**src/hdl/hsma_pkg.sv**
```systemverilog
`timescale 1ns / 1ps
package hsma_pkg;

   localparam int MaxSpheres = 256;
   localparam int IdxW = $clog2(MaxSpheres);
   localparam int CntW = $clog2(MaxSpheres + 1);
   localparam int PosW = 24;
   localparam int StepW = 17;
   localparam int DiffW = 26;
   localparam int SqW = 52;
   localparam int SumW = 54;
   localparam logic [SumW-1:0] OneSquared = SumW'(64'h1_0000_0000);

   localparam logic [0:0] CsrBoxLength = 1'b0;
   localparam logic [0:0] CsrSphereCount = 1'b1;

   localparam logic OpLoad = 1'b0;
   localparam logic OpMove = 1'b1;

   typedef struct packed {
      logic [PosW-1:0] x;
      logic [PosW-1:0] y;
      logic [PosW-1:0] z;
   } pos_type;

   // controller to datapath
   typedef struct packed {
      logic capture;
      logic read_self;
      logic make_trial;
      logic read_other;
      logic square;
      logic sum;
      logic test;
      logic write_load;
      logic write_trial;
      logic [IdxW-1:0] addr;
   } dp_cmd_type;

   // datapath to controller
   typedef struct packed {
      logic hit;
   } dp_stat_type;

endpackage

```
**src/hdl/hsma_control.sv**
```systemverilog
`timescale 1ns / 1ps
module hsma_control
   import hsma_pkg::*;
(
   input  logic              clock,
   input  logic              reset,
   input  logic              req_valid,
   output logic              req_ready,
   input  logic              req_opcode,
   input  logic [IdxW-1:0]   req_sphere_index,
   input  logic [CntW-1:0]   sphere_count,
   input  dp_stat_type       stat,
   input  pos_type           trial,
   input  pos_type           self_pos,
   input  pos_type           load_pos,
   output dp_cmd_type        cmd,
   output logic              rsp_valid,
   input  logic              rsp_ready,
   output logic [IdxW-1:0]   rsp_result_index,
   output logic              rsp_accepted,
   output logic [PosW-1:0]   rsp_pos_x,
   output logic [PosW-1:0]   rsp_pos_y,
   output logic [PosW-1:0]   rsp_pos_z,
   output logic [31:0]       rsp_moves_tried,
   output logic [31:0]       rsp_moves_taken
);

   typedef enum logic [2:0] {
      S_IDLE, S_READ, S_TRIAL, S_SCAN, S_DRAIN, S_DONE, S_OUT
   } state_type;

   state_type state_ff;
   logic op_ff;
   logic [IdxW-1:0] idx_ff;
   logic [CntW-1:0] active_ff;
   logic [CntW-1:0] rd_cnt_ff;      // next sphere index to read
   logic [4:0] v_ff;                // valid per pipeline stage of the check
   logic hit_seen_ff;
   logic [31:0] tried_ff, taken_ff;
   logic rsp_valid_ff;
   logic acc_ff;
   pos_type pos_ff;

   logic issue;
   logic [CntW-1:0] cnt_lim;

   assign cnt_lim = (sphere_count > CntW'(MaxSpheres)) ? CntW'(MaxSpheres) : sphere_count;
   assign issue = (state_ff == S_SCAN) && (rd_cnt_ff < active_ff);

   always_comb begin
      cmd = '0;
      cmd.addr = req_sphere_index;
      case (state_ff)
         S_IDLE: begin
            cmd.capture = req_valid;
         end
         S_READ: begin
            cmd.read_self = 1'b1;
            cmd.addr = idx_ff;
            cmd.write_load = (op_ff == OpLoad);
         end
         S_TRIAL: begin
            cmd.make_trial = 1'b1;
            cmd.addr = idx_ff;
         end
         S_SCAN, S_DRAIN: begin
            cmd.read_other = issue;
            cmd.addr = rd_cnt_ff[IdxW-1:0];
            cmd.square = v_ff[0];
            cmd.sum = v_ff[1];
            cmd.test = v_ff[2];
         end
         S_DONE: begin
            cmd.addr = idx_ff;
            cmd.write_trial = !hit_seen_ff;
         end
         default: ;
      endcase
   end

   always_ff @(posedge clock) begin
      if (reset) begin
         state_ff <= S_IDLE;
         tried_ff <= '0;
         taken_ff <= '0;
         rsp_valid_ff <= 1'b0;
         v_ff <= '0;
      end else begin
         case (state_ff)
            S_IDLE: begin
               if (req_valid) begin
                  op_ff <= req_opcode;
                  idx_ff <= req_sphere_index;
                  active_ff <= cnt_lim;
                  state_ff <= S_READ;
               end
            end
            S_READ: begin
               if (op_ff == OpLoad) begin
                  acc_ff <= 1'b1;
                  pos_ff <= load_pos;
                  state_ff <= S_OUT;
                  rsp_valid_ff <= 1'b1;
               end else begin
                  tried_ff <= tried_ff + 32'd1;
                  state_ff <= S_TRIAL;
               end
            end
            S_TRIAL: begin
               rd_cnt_ff <= '0;
               v_ff <= '0;
               hit_seen_ff <= 1'b0;
               state_ff <= S_SCAN;
            end
            S_SCAN, S_DRAIN: begin
               // stages: read, diff, square, sum-compare
               v_ff <= {v_ff[3:0],
                  issue && (rd_cnt_ff[IdxW-1:0] != idx_ff)};
               if (issue) rd_cnt_ff <= rd_cnt_ff + CntW'(1);
               if (v_ff[3] && stat.hit) hit_seen_ff <= 1'b1;
               if (state_ff == S_SCAN && !issue) state_ff <= S_DRAIN;
               if (state_ff == S_DRAIN && v_ff[3:0] == '0) state_ff <= S_DONE;
            end
            S_DONE: begin
               acc_ff <= !hit_seen_ff;
               if (!hit_seen_ff) taken_ff <= taken_ff + 32'd1;
               pos_ff <= hit_seen_ff ? self_pos : trial;
               state_ff <= S_OUT;
               rsp_valid_ff <= 1'b1;
            end
            S_OUT: begin
               if (rsp_ready) begin
                  rsp_valid_ff <= 1'b0;
                  state_ff <= S_IDLE;
               end
            end
            default: state_ff <= S_IDLE;
         endcase
      end
   end

   assign req_ready = (state_ff == S_IDLE);
   assign rsp_valid = rsp_valid_ff;
   assign rsp_result_index = idx_ff;
   assign rsp_accepted = acc_ff;
   // rejected move reports the stored position the trial was made from
   assign rsp_pos_x = pos_ff.x;
   assign rsp_pos_y = pos_ff.y;
   assign rsp_pos_z = pos_ff.z;
   assign rsp_moves_tried = tried_ff;
   assign rsp_moves_taken = taken_ff;

endmodule

```
**config.mk**
```make
export PLATFORM = sky130hd
export DESIGN_NAME = hsma_control
export DESIGN_NICKNAME = d
export VERILOG_FILES = /design/src/hdl/hsma_pkg.sv /design/src/hdl/hsma_control.sv
export SDC_FILE = /design/constraint.sdc
export NUM_CORES = 1
export LEC_CHECK = 0
export ABC_AREA = 1
export BUFFER_PORTS_ARGS = -buffer_cell sky130_fd_sc_hd__clkbuf_2
export CAP_MARGIN = 20
export CORE_AREA = 2 2 156 158
export DETAILED_ROUTE_END_ITERATION = 6
export DIE_AREA = 0 0 158 160
export PLACE_DENSITY = 0.7
export SLEW_MARGIN = 25
export SYNTH_ARGS = -nofsm -noshare
export SYNTH_HDL_FRONTEND = slang
export SYNTH_SLANG_ARGS = --single-unit
```
**constraint.sdc**
```tcl
create_clock -name clock -period 7.5 [get_ports clock]
set_clock_uncertainty 0.1 [all_clocks]
set_input_delay 0.375 -clock clock [delete_from_list [all_inputs] [get_ports clock]]
set_output_delay 0.375 -clock clock [all_outputs]
set_load 0.01 [all_outputs]
```
==> results.toml <==
[die]
start_util = 0.388
dieArea_mm2 = 0.0253
die_w_um = 158
core_area_mm2 = 0.0238
die_y_um = 160
placementRows = 57
ioPinCount = 403

[status]
run_status = "finished clean"

[pwr]
power.leakage_uw = 0.00536
seq_power_share = 0.402
intPower_uw = 1990
p_sw_uw = 1020
p_comb_frac = 0.287
swShare = 0.339
cellPowerDensity_mw_per_mm2 = 247
ir_worst_vdd_v = 0.000162
clkPwrFrac = 0.311

[critical_path]
reg2reg_to = "rsp_moves_taken[14]"
startpoint = "state_ff[2]"
crit_chain = "inv_2, nor2_8, nand2_4, nor2_4, nand2_2, nor2_4, nand2_1, o21ai_0, a21oi_1"
r2r_slack_ns = 4.33
worstPathRequired_ns = 7.71
end_kind = "flop"
timing.rr.start = "state_ff[2]"
reg2reg_depth = 9
path_max_fanout = 82
arrival_ns = 3.38
cp-start-kind = "flop"
crit_type = "flop to flop"
cpMaxStageDelayCell = "nand2_4"
max_stage_delay_ns = 0.74
cpMostUsedCell = "nor2_4"

[route]
antenna_left = 0
avgViaCountPerCell = 5.11
routedWlPerCell_um = 18.4
vias = 9125
first_iter_violations = 530
drt-total-wl_mm = 33.0
drt-pass1-iter-count = 6
drc = 0

[timing]
setup_viol = 0
fin_tns_setup_ns = 0
fin_crit_ns = 3.17
max_slew_margin = 0.295
holdWs_ns = 0.0242
finalWorstSetupSlack_ns = 4.33
clock.fmax_mhz = 316
final_hold_viol_count = 0
period_share = 0.422
worstMarginPinSlew_ns = 1.06
drv_slew = 0
rsz0062_at_grt = "false"

[placement]
post-dp-hpwl_mm = 25.7
dp.cells = 1749
place_ws_ns = 4.22
gp_congestion = 0.995
port_buffers = 402

[cells_and_area]
layout-drive-gt1-share = 0.431
final_common_cell = "clkbuf_2"
layout_common_cells = "clkbuf_2 (402), nand2_1 (212), nor2_1 (118)"
nets = 1694
nFillCells = 2320
fin_util = 0.512
layout.cells.non_filler = 1787
area_growth_pct = 31.8

[grt]
track_usage = 0.255
grt.overflow.total = 0
grt_pass1_wl_mm = 49.2
grt_max_degree = 83
grt_pass1_vias = 8717
antenna_found_initial = 7

[hold_path]
holdPathEnd = "op_ff"
whs_path_depth = 1
hold_path_class = "input port to flop"
min_from = "req_opcode"

[cts]
worst_skew_pair.late_latency_ns = 0.43
tritoncts = "built"
htreeDepth = 4
cts_buffer_depth = 2
cts_root_buffer = "clkbuf_16"
clkTransAtPathRegs_ns = 0.07
post_cts_resized = 0
numCtsBuffers = 17
clock_sinks = 173
cts_setup_buffers = 0
hold_buffers = 0

[yosys]
synth-seq-area-share = 0.484
syn-num-nets = 1304
ys_seq_elements = 173
yosysWarnings = 0
yosysUniqueCellTypes = 39
netlist_area_mm2 = 0.00925
syn-instance-count = 1054
syn_avg_cell_area_um2 = 8.78

[job]
cap_violations = 0
==> per-layer routing <==
layer  wire [um]  share of wire  global-route usage  vias up
met5           0              0                   0        -
met4         767          0.023              0.0942        0
met3        2700          0.082              0.0562       45
met2       15900           0.48               0.420      362
met1       13600           0.41               0.328     4308
li1            -              -                   -     4410
==> critical path: cells and delay by family (launching register included) <==
kind	cells	cell delay [ns]
and+or+nand+nor	6	1.99
buffers and inverters	1	0.15
AOI/OAI and AO/OA	2	0.23
DFF	1	0.55
==> flip-flops by register name, indices dropped and copies added, names as in the netlist, 3 cells and up <==
name	flops
rsp_result_index	8
rsp_pos_y	24
rd_cnt_ff	9
active_ff	9
rsp_moves_taken	32
rsp_moves_tried	32
state_ff	3
v_ff	4
rsp_pos_x	24
rsp_pos_z	24
==> logic make-up (layout without fill, tap and decap cells) <==
group	Yosys count	in the layout	synth area share
buf+inv	145	548	0.0606
other cells	0	6	0
xor+xnor	11	11	0.0104
fa+ha+maj	11	11	0.0149
compound gates	177	177	0.149
simple gates	537	537	0.282
flops	173	173	0.484
==> synth_stat cells, drive strengths merged <==
master / instances / area [um^2]
nand2: 223 / 880
nor2: 139 / 653
inv: 108 / 405
edfxtp: 101 / 3030
dfxtp: 72 / 1440
o221a: 72 / 811
or2: 72 / 450
a21oi: 59 / 295
nand3: 41 / 253
nor3: 29 / 150
o21ai: 29 / 145
clkbuf: 27 / 101
nand4: 19 / 119
ha: 11 / 138
buf: 9 / 50.1
xnor2: 9 / 78.8
nand3b: 8 / 60.1
o21a: 8 / 60.1
o211ai: 6 / 45.0
nor3b: 3 / 22.5
nor4: 2 / 12.5
xor2: 2 / 17.5
a31oi: 1 / 6.26
a41oi: 1 / 8.76
and3: 1 / 6.26
clkinv: 1 / 3.75
o22ai: 1 / 6.26
==> worst max-delay path by stage <==
stage          depth (start not counted)  slack (ns)             endpoint
4_1_cts                                9        4.20  rsp_moves_taken[14]
3_3_place_gp                           8        4.31  rsp_moves_taken[17]
2_1_floorplan                          6        2.97         rsp_accepted
6_report                               9        4.33  rsp_moves_taken[14]
3_5_place_dp                           9        4.22  rsp_moves_taken[14]
5_1_grt                               10        3.98  rsp_moves_taken[23]
==> stage by stage <==
| step | area (um^2) | total power [uW] |
|---|---|---|
| floorplan | 9250 | 1780 |
| global placement | 11600 | 2080 |
| detailed placement | 11600 | 2100 |
| CTS | 12200 | 3040 |
| global route | 12200 | 3170 |
| finish | 12200 | 3010 |
==> power by group through the flow <==
stage	clock (uW)	sequential, uW	combinational (uW)
floorplan	0	1250	524
global placement	0	1230	853
detailed placement	0	1230	868
CTS	952	1210	873
global route	988	1220	958
finish	937	1210	865
==> layout make-up <==
| class | count | area (um^2) | share of cell area |
|---|---|---|---|
| well taps | 324 | 405 | 0.0333 |
| multi-input cells | 736 | 4230 | 0.347 |
| repair buffers | 407 | 2050 | 0.168 |
| clock buffers | 19 | 464 | 0.0381 |
| clock inverters | 13 | 144 | 0.0118 |
| inverters | 109 | 409 | 0.0336 |
| flip-flops and latches | 173 | 4470 | 0.367 |
| diodes | 6 | 15.0 | 0.00123 |
Note: power is estimated with default switching activity, not from simulation.
